`src/rtl/acc_pkg.sv`:
```
`default_nettype none

package acc_pkg;

  // mode machine codes
  localparam logic [3:0] MODE_NORMAL  = 4'd0;
  localparam logic [3:0] MODE_RING    = 4'd1;
  localparam logic [3:0] MODE_FORMAT  = 4'd2;
  localparam logic [3:0] MODE_ADJ_HR  = 4'd3;
  localparam logic [3:0] MODE_ADJ_MIN = 4'd4;
  localparam logic [3:0] MODE_ADJ_SEC = 4'd5;
  localparam logic [3:0] MODE_ALM_HR  = 4'd6;
  localparam logic [3:0] MODE_ALM_MIN = 4'd7;
  localparam logic [3:0] MODE_ALM_SEC = 4'd8;

  // day suffix codes
  localparam logic [1:0] SUFFIX_BLANK = 2'd0;
  localparam logic [1:0] SUFFIX_AM    = 2'd1;
  localparam logic [1:0] SUFFIX_PM    = 2'd2;

  // pending press bits
  localparam int unsigned PEND_SET = 0;
  localparam int unsigned PEND_FMT = 1;
  localparam int unsigned PEND_SEL = 2;
  localparam int unsigned PEND_ALM = 3;

  // config register indexes
  localparam logic REG_MS_PER_PASS   = 1'b0;
  localparam logic REG_MS_PER_SECOND = 1'b1;

  localparam logic [9:0] MS_PER_PASS_RST   = 10'd200;
  localparam logic [9:0] MS_PER_SECOND_RST = 10'd1000;

  typedef struct packed {
    logic [10:0] sub;
    logic [4:0]  hr;
    logic [5:0]  min;
    logic [5:0]  sec;
  } time_t;

  function automatic logic [4:0] inc_hr(input logic [4:0] v);
    return (v >= 5'd23) ? 5'd0 : v + 5'd1;
  endfunction

  function automatic logic [5:0] inc_60(input logic [5:0] v);
    return (v >= 6'd59) ? 6'd0 : v + 6'd1;
  endfunction

  function automatic time_t add_ms(input time_t t, input logic [9:0] mpp);
    time_t r;
    r = t;
    r.sub = t.sub + {1'b0, mpp};
    return r;
  endfunction

  // second tick from the sub-second counter, then carries
  function automatic time_t check_clock(input time_t t, input logic [9:0] mps);
    time_t r;
    r = t;
    if (r.sub >= {1'b0, mps}) begin
      r.sec = r.sec + 6'd1;
      r.sub = '0;
    end
    if (r.sec >= 6'd60) begin
      r.sec = '0;
      r.min = r.min + 6'd1;
      if (r.min >= 6'd60) begin
        r.min = '0;
        r.hr  = r.hr + 5'd1;
        if (r.hr >= 5'd24) begin
          r.hr = '0;
        end
      end
    end
    return r;
  endfunction

endpackage

`default_nettype wire

```
`src/rtl/alarm_clock_controller.sv`:
```
// result path: an accepted item waits in the input register, then its result is held in the result register
// throughput: one item per cycle while the output does not stall; the whole pass is one combinational step
// between the input register and the result register
// reset: clock 20:00:00, alarm 20:00:03, 24h mode, alarm armed, normal mode,
// led high, no pending presses, ms_per_pass 200, ms_per_second 1000
`default_nettype none

module alarm_clock_controller
  import acc_pkg::*;
(
  input  wire logic        clk_i,
  input  wire logic        rst_ni,
  // item in
  input  wire logic        in_valid_i,
  output logic             in_stall_o,
  input  wire logic        press_set_i,
  input  wire logic        press_format_i,
  input  wire logic        press_select_i,
  input  wire logic        press_alarm_i,
  // item out
  output logic             out_valid_o,
  input  wire logic        out_stall_i,
  output logic [4:0]       shown_hours_o,
  output logic [5:0]       shown_minutes_o,
  output logic [5:0]       shown_seconds_o,
  output logic [1:0]       day_suffix_o,
  output logic [3:0]       panel_mode_o,
  output logic             alarm_armed_o,
  output logic             alarm_led_o,
  output logic             buzzer_pulse_o,
  // config port
  input  wire logic        psel,
  input  wire logic        penable,
  input  wire logic        pwrite,
  input  wire logic [2:0]  paddr,
  input  wire logic [31:0] pwdata,
  output logic [31:0]      prdata,
  output logic             pready
);

  // ---------------------------------------------------------------------------
  // configuration registers
  // ---------------------------------------------------------------------------
  logic [9:0] ms_per_pass_q;
  logic [9:0] ms_per_second_q;
  logic       cfg_wr;

  assign pready = 1'b1;
  assign cfg_wr = psel & penable & pwrite;

  always_ff @(posedge clk_i or negedge rst_ni) begin
    if (!rst_ni) begin
      ms_per_pass_q   <= MS_PER_PASS_RST;
      ms_per_second_q <= MS_PER_SECOND_RST;
    end else if (cfg_wr) begin
      if (paddr[2] == REG_MS_PER_PASS) begin
        ms_per_pass_q <= pwdata[9:0];
      end else begin
        ms_per_second_q <= pwdata[9:0];
      end
    end
  end

  // reads are combinational, zero extended
  always_comb begin
    case (paddr[2])
      REG_MS_PER_PASS:   prdata = {22'd0, ms_per_pass_q};
      REG_MS_PER_SECOND: prdata = {22'd0, ms_per_second_q};
      default:           prdata = '0;
    endcase
  end

  // ---------------------------------------------------------------------------
  // handshake: input register, then result register
  // the result register frees itself the cycle it is taken, so a new item
  // can move through every cycle; stall goes back only when a held result
  // blocks the item waiting in the input register
  // ---------------------------------------------------------------------------
  logic       in_vld_q;
  logic [3:0] press_q;
  logic       out_vld_q;
  logic       out_free;
  logic       adv;
  logic       in_acc;

  assign out_free   = !out_vld_q || !out_stall_i;
  assign adv        = in_vld_q && out_free;
  assign in_stall_o = in_vld_q && !out_free;
  assign in_acc     = in_valid_i && !in_stall_o;

  always_ff @(posedge clk_i or negedge rst_ni) begin
    if (!rst_ni) begin
      in_vld_q  <= 1'b0;
      out_vld_q <= 1'b0;
    end else begin
      if (in_acc) begin
        in_vld_q <= 1'b1;
      end else if (adv) begin
        in_vld_q <= 1'b0;
      end
      if (adv) begin
        out_vld_q <= 1'b1;
      end else if (!out_stall_i) begin
        out_vld_q <= 1'b0;
      end
    end
  end

  // press bits: set, format, select, alarm
  always_ff @(posedge clk_i) begin
    if (in_acc) begin
      press_q <= {press_alarm_i, press_select_i, press_format_i, press_set_i};
    end
  end

  // ---------------------------------------------------------------------------
  // controller state
  // ---------------------------------------------------------------------------
  time_t      clk_q, clk_d;
  logic [4:0] wake_hr_q, wake_hr_d;
  logic [5:0] wake_min_q, wake_min_d;
  logic [5:0] wake_sec_q, wake_sec_d;
  logic       fmt24_q, fmt24_d;
  logic       wake_en_q, wake_en_d;
  logic [3:0] mode_q, mode_d;
  logic       blink_q, blink_d;
  logic       led_q, led_d;
  logic [3:0] pend_q, pend_d;

  // pass logic
  logic [3:0] pend;
  logic [3:0] ran;
  logic       buzz;
  time_t      clk_chk;
  logic       wake_hit;

  assign pend = pend_q | press_q;
  // unused codes behave as normal mode
  assign ran  = (mode_q > MODE_ALM_SEC) ? MODE_NORMAL : mode_q;

  // normal mode checks the clock before adding the step
  assign clk_chk  = check_clock(clk_q, ms_per_second_q);
  assign wake_hit = wake_en_q && (clk_chk.sec == wake_sec_q) &&
                    (clk_chk.min == wake_min_q) && (clk_chk.hr == wake_hr_q);

  always_comb begin
    clk_d      = clk_q;
    wake_hr_d  = wake_hr_q;
    wake_min_d = wake_min_q;
    wake_sec_d = wake_sec_q;
    fmt24_d    = fmt24_q;
    wake_en_d  = wake_en_q;
    mode_d     = mode_q;
    blink_d    = blink_q;
    led_d      = led_q;
    pend_d     = pend;
    buzz       = 1'b0;

    case (ran)
      MODE_RING: begin
        // ringing adds the step before the check
        clk_d   = check_clock(add_ms(clk_q, ms_per_pass_q), ms_per_second_q);
        blink_d = !blink_q;
        led_d   = !blink_q;
        if (pend[PEND_ALM]) begin
          pend_d[PEND_ALM] = 1'b0;
          blink_d          = 1'b1;
          led_d            = 1'b1;
          mode_d           = MODE_NORMAL;
        end
        buzz = 1'b1;
      end
      MODE_FORMAT: begin
        fmt24_d = !fmt24_q;
        mode_d  = MODE_NORMAL;
      end
      MODE_ADJ_HR: begin
        if (pend[PEND_SET]) begin
          pend_d[PEND_SET] = 1'b0;
          clk_d.hr         = inc_hr(clk_q.hr);
        end else if (pend[PEND_SEL]) begin
          pend_d[PEND_SEL] = 1'b0;
          mode_d           = MODE_ADJ_MIN;
        end
      end
      MODE_ADJ_MIN: begin
        // set and select both act in the same pass
        if (pend[PEND_SET]) begin
          pend_d[PEND_SET] = 1'b0;
          clk_d.min        = inc_60(clk_q.min);
        end
        if (pend[PEND_SEL]) begin
          pend_d[PEND_SEL] = 1'b0;
          mode_d           = MODE_ADJ_SEC;
        end
      end
      MODE_ADJ_SEC: begin
        if (pend[PEND_SET]) begin
          pend_d[PEND_SET] = 1'b0;
          clk_d.sec        = inc_60(clk_q.sec);
        end
        if (pend[PEND_SEL]) begin
          pend_d[PEND_SEL] = 1'b0;
          mode_d           = MODE_NORMAL;
        end
      end
      MODE_ALM_HR, MODE_ALM_MIN, MODE_ALM_SEC: begin
        if (pend[PEND_SET]) begin
          pend_d[PEND_SET] = 1'b0;
          if (ran == MODE_ALM_HR) begin
            wake_hr_d = inc_hr(wake_hr_q);
          end else if (ran == MODE_ALM_MIN) begin
            wake_min_d = inc_60(wake_min_q);
          end else begin
            wake_sec_d = inc_60(wake_sec_q);
          end
        end else if (pend[PEND_ALM]) begin
          // alarm button leaves and disarms
          pend_d[PEND_ALM] = 1'b0;
          mode_d           = MODE_NORMAL;
          wake_en_d        = 1'b0;
        end else if (pend[PEND_SEL]) begin
          pend_d[PEND_SEL] = 1'b0;
          if (ran == MODE_ALM_SEC) begin
            mode_d    = MODE_NORMAL;
            wake_en_d = 1'b1;
          end else begin
            mode_d = ran + 4'd1;
          end
        end
        // the clock keeps running while the alarm is edited
        clk_d = check_clock(add_ms(clk_q, ms_per_pass_q), ms_per_second_q);
      end
      default: begin
        mode_d = MODE_NORMAL;
        if (wake_hit) begin
          mode_d = MODE_RING;
        end else if (pend[PEND_FMT]) begin
          pend_d[PEND_FMT] = 1'b0;
          mode_d           = MODE_FORMAT;
        end else if (pend[PEND_SEL]) begin
          pend_d[PEND_SEL] = 1'b0;
          mode_d           = MODE_ADJ_HR;
        end else if (pend[PEND_ALM]) begin
          pend_d[PEND_ALM] = 1'b0;
          mode_d           = MODE_ALM_HR;
        end
        clk_d = add_ms(clk_chk, ms_per_pass_q);
      end
    endcase
  end

  always_ff @(posedge clk_i or negedge rst_ni) begin
    if (!rst_ni) begin
      clk_q      <= '{sub: 11'd0, hr: 5'd20, min: 6'd0, sec: 6'd0};
      wake_hr_q  <= 5'd20;
      wake_min_q <= 6'd0;
      wake_sec_q <= 6'd3;
      fmt24_q    <= 1'b1;
      wake_en_q  <= 1'b1;
      mode_q     <= MODE_NORMAL;
      blink_q    <= 1'b0;
      led_q      <= 1'b1;
      pend_q     <= '0;
    end else if (adv) begin
      clk_q      <= clk_d;
      wake_hr_q  <= wake_hr_d;
      wake_min_q <= wake_min_d;
      wake_sec_q <= wake_sec_d;
      fmt24_q    <= fmt24_d;
      wake_en_q  <= wake_en_d;
      mode_q     <= mode_d;
      blink_q    <= blink_d;
      led_q      <= led_d;
      pend_q     <= pend_d;
    end
  end

  // ---------------------------------------------------------------------------
  // display: alarm time while editing the alarm, the clock otherwise,
  // both taken after the pass
  // ---------------------------------------------------------------------------
  logic [4:0] disp_hr;
  logic [5:0] disp_min;
  logic [5:0] disp_sec;
  logic [4:0] hr_shown;
  logic [1:0] suffix;

  always_comb begin
    if (ran >= MODE_ALM_HR) begin
      disp_hr  = wake_hr_d;
      disp_min = wake_min_d;
      disp_sec = wake_sec_d;
    end else begin
      disp_hr  = clk_d.hr;
      disp_min = clk_d.min;
      disp_sec = clk_d.sec;
    end

    hr_shown = disp_hr;
    suffix   = SUFFIX_BLANK;
    if (!fmt24_d) begin
      if (disp_hr == 5'd0) begin
        hr_shown = 5'd12;
      end else if (disp_hr > 5'd12) begin
        hr_shown = disp_hr - 5'd12;
      end
      // suffix follows the 24h value of the displayed hour
      suffix = (disp_hr >= 5'd12) ? SUFFIX_PM : SUFFIX_AM;
    end
  end

  // result register
  logic [4:0] shown_hours_q;
  logic [5:0] shown_minutes_q;
  logic [5:0] shown_seconds_q;
  logic [1:0] day_suffix_q;
  logic [3:0] panel_mode_q;
  logic       alarm_armed_q;
  logic       alarm_led_q;
  logic       buzzer_pulse_q;

  always_ff @(posedge clk_i) begin
    if (adv) begin
      shown_hours_q   <= hr_shown;
      shown_minutes_q <= disp_min;
      shown_seconds_q <= disp_sec;
      day_suffix_q    <= suffix;
      panel_mode_q    <= ran;
      alarm_armed_q   <= wake_en_d;
      alarm_led_q     <= led_d;
      buzzer_pulse_q  <= buzz;
    end
  end

  assign out_valid_o     = out_vld_q;
  assign shown_hours_o   = shown_hours_q;
  assign shown_minutes_o = shown_minutes_q;
  assign shown_seconds_o = shown_seconds_q;
  assign day_suffix_o    = day_suffix_q;
  assign panel_mode_o    = panel_mode_q;
  assign alarm_armed_o   = alarm_armed_q;
  assign alarm_led_o     = alarm_led_q;
  assign buzzer_pulse_o  = buzzer_pulse_q;

  // ---------------------------------------------------------------------------
  // assertions
  // ---------------------------------------------------------------------------

  // the buzzer only sounds on a ringing pass
  a_buzz_ring: assert property (@(posedge clk_i) disable iff (!rst_ni)
    (out_vld_q && buzzer_pulse_q) |-> (panel_mode_q == MODE_RING))
    else $error("buzzer pulse outside ringing mode");

  // 12h display keeps the hour in 1..12
  a_hr12_range: assert property (@(posedge clk_i) disable iff (!rst_ni)
    (out_vld_q && day_suffix_q != SUFFIX_BLANK) |->
      (shown_hours_q >= 5'd1 && shown_hours_q <= 5'd12))
    else $error("12h hour out of range");

  // time of day stays in range
  a_clock_range: assert property (@(posedge clk_i) disable iff (!rst_ni)
    (clk_q.sec < 6'd60 && clk_q.min < 6'd60 && clk_q.hr < 5'd24))
    else $error("clock field out of range");

  // controller state moves only when an item passes to the result register
  a_state_hold: assert property (@(posedge clk_i) disable iff (!rst_ni)
    !adv |=> ($stable(mode_q) && $stable(clk_q) && $stable(pend_q)))
    else $error("controller state changed without a pass");

endmodule

`default_nettype wire
```
`config.mk`:
```
export PLATFORM = sky130hd
export DESIGN_NAME = alarm_clock_controller
export DESIGN_NICKNAME = d
export VERILOG_FILES = /design/src/rtl/acc_pkg.sv /design/src/rtl/alarm_clock_controller.sv
export SDC_FILE = /design/constraint.sdc
export NUM_CORES = 1
export LEC_CHECK = 0
export ABC_AREA = 1
export BUFFER_PORTS_ARGS = -buffer_cell sky130_fd_sc_hd__buf_2
export CORE_MARGIN = 5
export CORE_UTILIZATION = 60
export CTS_CLUSTER_DIAMETER = 60
export DETAILED_ROUTE_END_ITERATION = 16
export HOLD_SLACK_MARGIN = 0.08
export PLACE_DENSITY_LB_ADDON = 0.05
export SYNTH_ARGS = -nofsm -noshare
export SYNTH_HDL_FRONTEND = slang
export SYNTH_SLANG_ARGS = --single-unit
```
`constraint.sdc`:
```
create_clock -name clk_i -period 6.4 [get_ports clk_i]
set_input_delay 1.28 -clock clk_i [delete_from_list [all_inputs] [get_ports clk_i]]
set_output_delay 1.28 -clock clk_i [all_outputs]
set_load 0.01 [all_outputs]
```
==> results.cfg <==
[run_status]
outcome = completed

[logic_synthesis]
synth_cell_types = 57
synth_warnings = 0
synth_ff_type = dfrtp_1
syn_avg_cell_area_um2 = 7.12
ys_ff_latch = 109
ys_seq_area_share_pct = 34.3
async_reset_ff_share_pct = 72.5
synth_edf_count = 30
syn_area_um2 = 8460
syn_inst = 1187

[sta]
finalCriticalPeriod_ps = 5180
finalWorstSetupSlack_ps = 1220
hold_viol_final = 0
finalClockSkew_ps = 8.04
maxSlewHeadroom_pct = 31.5
finalSetupViolCount = 0
setup_tns_ps = 0
worstMarginPinSlew_ps = 1030
fin_crit_sh_pct = 80.9
slew_violations = 0
rsz0062_at_grt = false
timing.fmax_mhz = 193

[finish]
n_fill_cell = 1271
fin_cells = 1417
nets = 1333
seqCellArea_um2 = 2900
design_area_um2 = 9130
drive_gt1_share_pct = 10.8
multi_input_area_um2 = 4720
area_growth_pct = 7.98
antenna_cells = 0

[floorplan]
dieArea_um2 = 16600
die_x_um = 129
initial_utilization_pct = 61.2
die_h_um = 129
io_pins = 107
rows = 43
core_area_um2 = 13800

[critical_path]
path_common_cell = nand2_1
crit_type = reg -> reg
start_kind = flop
slowest_delay_ps = 430
worst-path-max-fanout = 10
endpoint_kind = flop
crit_buf_inv = 1
cp_slowest_cell = dfrtp_1
worst_ep_required_time_ps = 6510
critPathTopFamily = simple AND/OR/NAND/NOR gates
worstPathArrival_ps = 5290

[global_route]
grt_use_met1_pct = 37.7
busiest_layer = met2
gr-usage-met2_pct = 39.0
grt_pass1_vias = 7186
grt_overflow = 0
grt_max_degree = 80
grt_pass1_wl_um = 34600
grtUsageMet3_pct = 5.98
grtUsageTotal_pct = 25.8
grt_antenna_before_repair = 0

[route]
post_drt_wl_per_cell_um = 14.8
viasPerCell = 5.51
drc = 0
detail-route-antenna-nets = 0
drt_first_iter_violations = 649
first_pass_iters = 5
route.vias.total = 7810
wl_um = 20900

[flow_run]
maxCapViolCount = 0

[clock_tree]
clockRootBuffer = clkbuf_16
numClockSinks = 109
htreeDepth = 3
cts.reportedPaths.clkPinSlew_ps = 80
numCtsBuffers = 9
clk_latency_ps = 360
cts_tree = yes
cts_resized = 0
holdBufCountCts = 0
cts_setup_buffers = 0
clk_path_buf_depth = 2

[placement]
placedCellCount = 1401
hpwlAfterDp_um = 15600
portBuffers = 59
place_area_um2 = 8800
dp_slack_ps = 1330
gp_congestion = 0.908

[hold_path]
min_path_type = reg -> reg
-- synthesized netlist by cell type (7+ instances only) --
cell type | n | area, µm²
o211ai_1 | 10 | 75.1
nand2_2 | 11 | 68.8
a22oi_1 | 8 | 60.1
o21ai_1 | 7 | 35.0
dfrtp_1 | 61 | 1530
nor3_1 | 12 | 60.1
edfxtp_1 | 30 | 901
ha_1 | 53 | 663
clkbuf_1 | 21 | 78.8
buf_4 | 23 | 173
a21oi_1 | 39 | 195
dfstp_2 | 18 | 473
nor2_1 | 100 | 375
o21ai_0 | 119 | 596
xnor2_1 | 7 | 61.3
a31oi_1 | 11 | 68.8
nand4_1 | 21 | 131
inv_1 | 162 | 608
nand3_1 | 67 | 335
xor2_1 | 21 | 184
nand2_1 | 309 | 1160
-- area by class of cell --
type,instances,area share [%]
Inverter,168,6.91
Clock inverter,7,1.15
Clock buffer,9,2.47
Sequential cell,109,31.8
Timing Repair Buffer,62,3.51
Tap cell,180,2.47
Multi-Input combinational cell,882,51.7
-- registers in the layout, summed over array words and instances, names as in the netlist, 2 cells and up --
| name | cells |
|---|---|
| shown_hours_o | 5 |
| wake_sec_q | 6 |
| ms_per_pass_q | 10 |
| shown_seconds_o | 6 |
| mode_q | 4 |
| day_suffix_o | 2 |
| wake_hr_q | 5 |
| wake_min_q | 6 |
| press_q | 4 |
| clk_q | 28 |
| pend_q | 4 |
| panel_mode_o | 4 |
| shown_minutes_o | 6 |
| ms_per_second_q | 10 |
-- through the flow --
| stage | hold slack, ps | util [%] |
|---|---|---|
| CTS | 487 | 66.0 |
| global route | 505 | 66.0 |
| floorplan | 434 | - |
| global placement | 463 | 63.6 |
| detailed placement | 466 | 63.6 |
| finish | 486 | 66.0 |
-- cell usage in the layout, fill, tap and decap left out, types with 3 or more instances in the layout --
master and n:
clkbuf_16 9, nand4_1 21, or2_2 3, nor2_1 99
buf_4 4, nor2_2 4, dfrtp_1 61, a31oi_1 11
edfxtp_1 30, xnor2_1 7, nand2_4 4, nor2_4 5
a211oi_1 3, buf_2 58, dfstp_2 18, nor4_1 5
xor2_1 21, nor3_1 12, clkinv_1 3, ha_1 53
o21ai_1 7, o221ai_1 5, nand2_2 11, inv_1 162
nand3b_1 5, a22oi_1 8, conb_1 23, nand3_1 67
a21oi_1 39, o22ai_1 4, nand2_1 309, inv_2 3
o211ai_1 10, o21ai_0 119
-- logic make-up (layout without fill, tap and decap cells) --
kind of cell | count (synthesis) | count (layout) | share of synthesized area (%)
simple gates | 552 | 552 | 28.4
compound gates | 223 | 223 | 15.0
buf+inv | 217 | 246 | 10.9
flops | 109 | 109 | 34.3
fa+ha+maj | 55 | 55 | 8.32
xor+xnor | 28 | 28 | 2.90
other cells | 2 | 23 | 0.0888
mux | 1 | 1 | 0.118
-- path summary, 6_finish.rpt --
| check | from | endpoint | slack [ps] | cells after the start |
|---|---|---|---|---|
| setup / recovery | ms_per_pass_q[2] | shown_hours_o[3] | 1220 | 32 |
| hold / removal | pend_q[2] | pend_q[2] | 490 | 2 |
| setup reg to reg | ms_per_pass_q[2] | shown_hours_o[3] | 1220 | 32 |
| hold reg to reg | pend_q[2] | pend_q[2] | 490 | 2 |
| max in group asynchronous | rst_ni | mode_q[1] | 4650 | 1 |
| min in group asynchronous | rst_ni | ms_per_pass_q[9] | 1100 | 1 |
-- routing by layer --
layer,vias up,wire (µm)
met2,252,9130
li1,3952,-
met3,29,1460
met5,-,0
met1,3577,10000
met4,0,301
-- tightest hold or removal path, cell delays in order, from the launching register on --
cell and delay, ps:
dfrtp_1 350, nand2_1 50, nand2_1 60
Power is left out: the tool's default activity adds up to more than one toggle a clock period on the data nets, which glitch-free logic cannot reach.
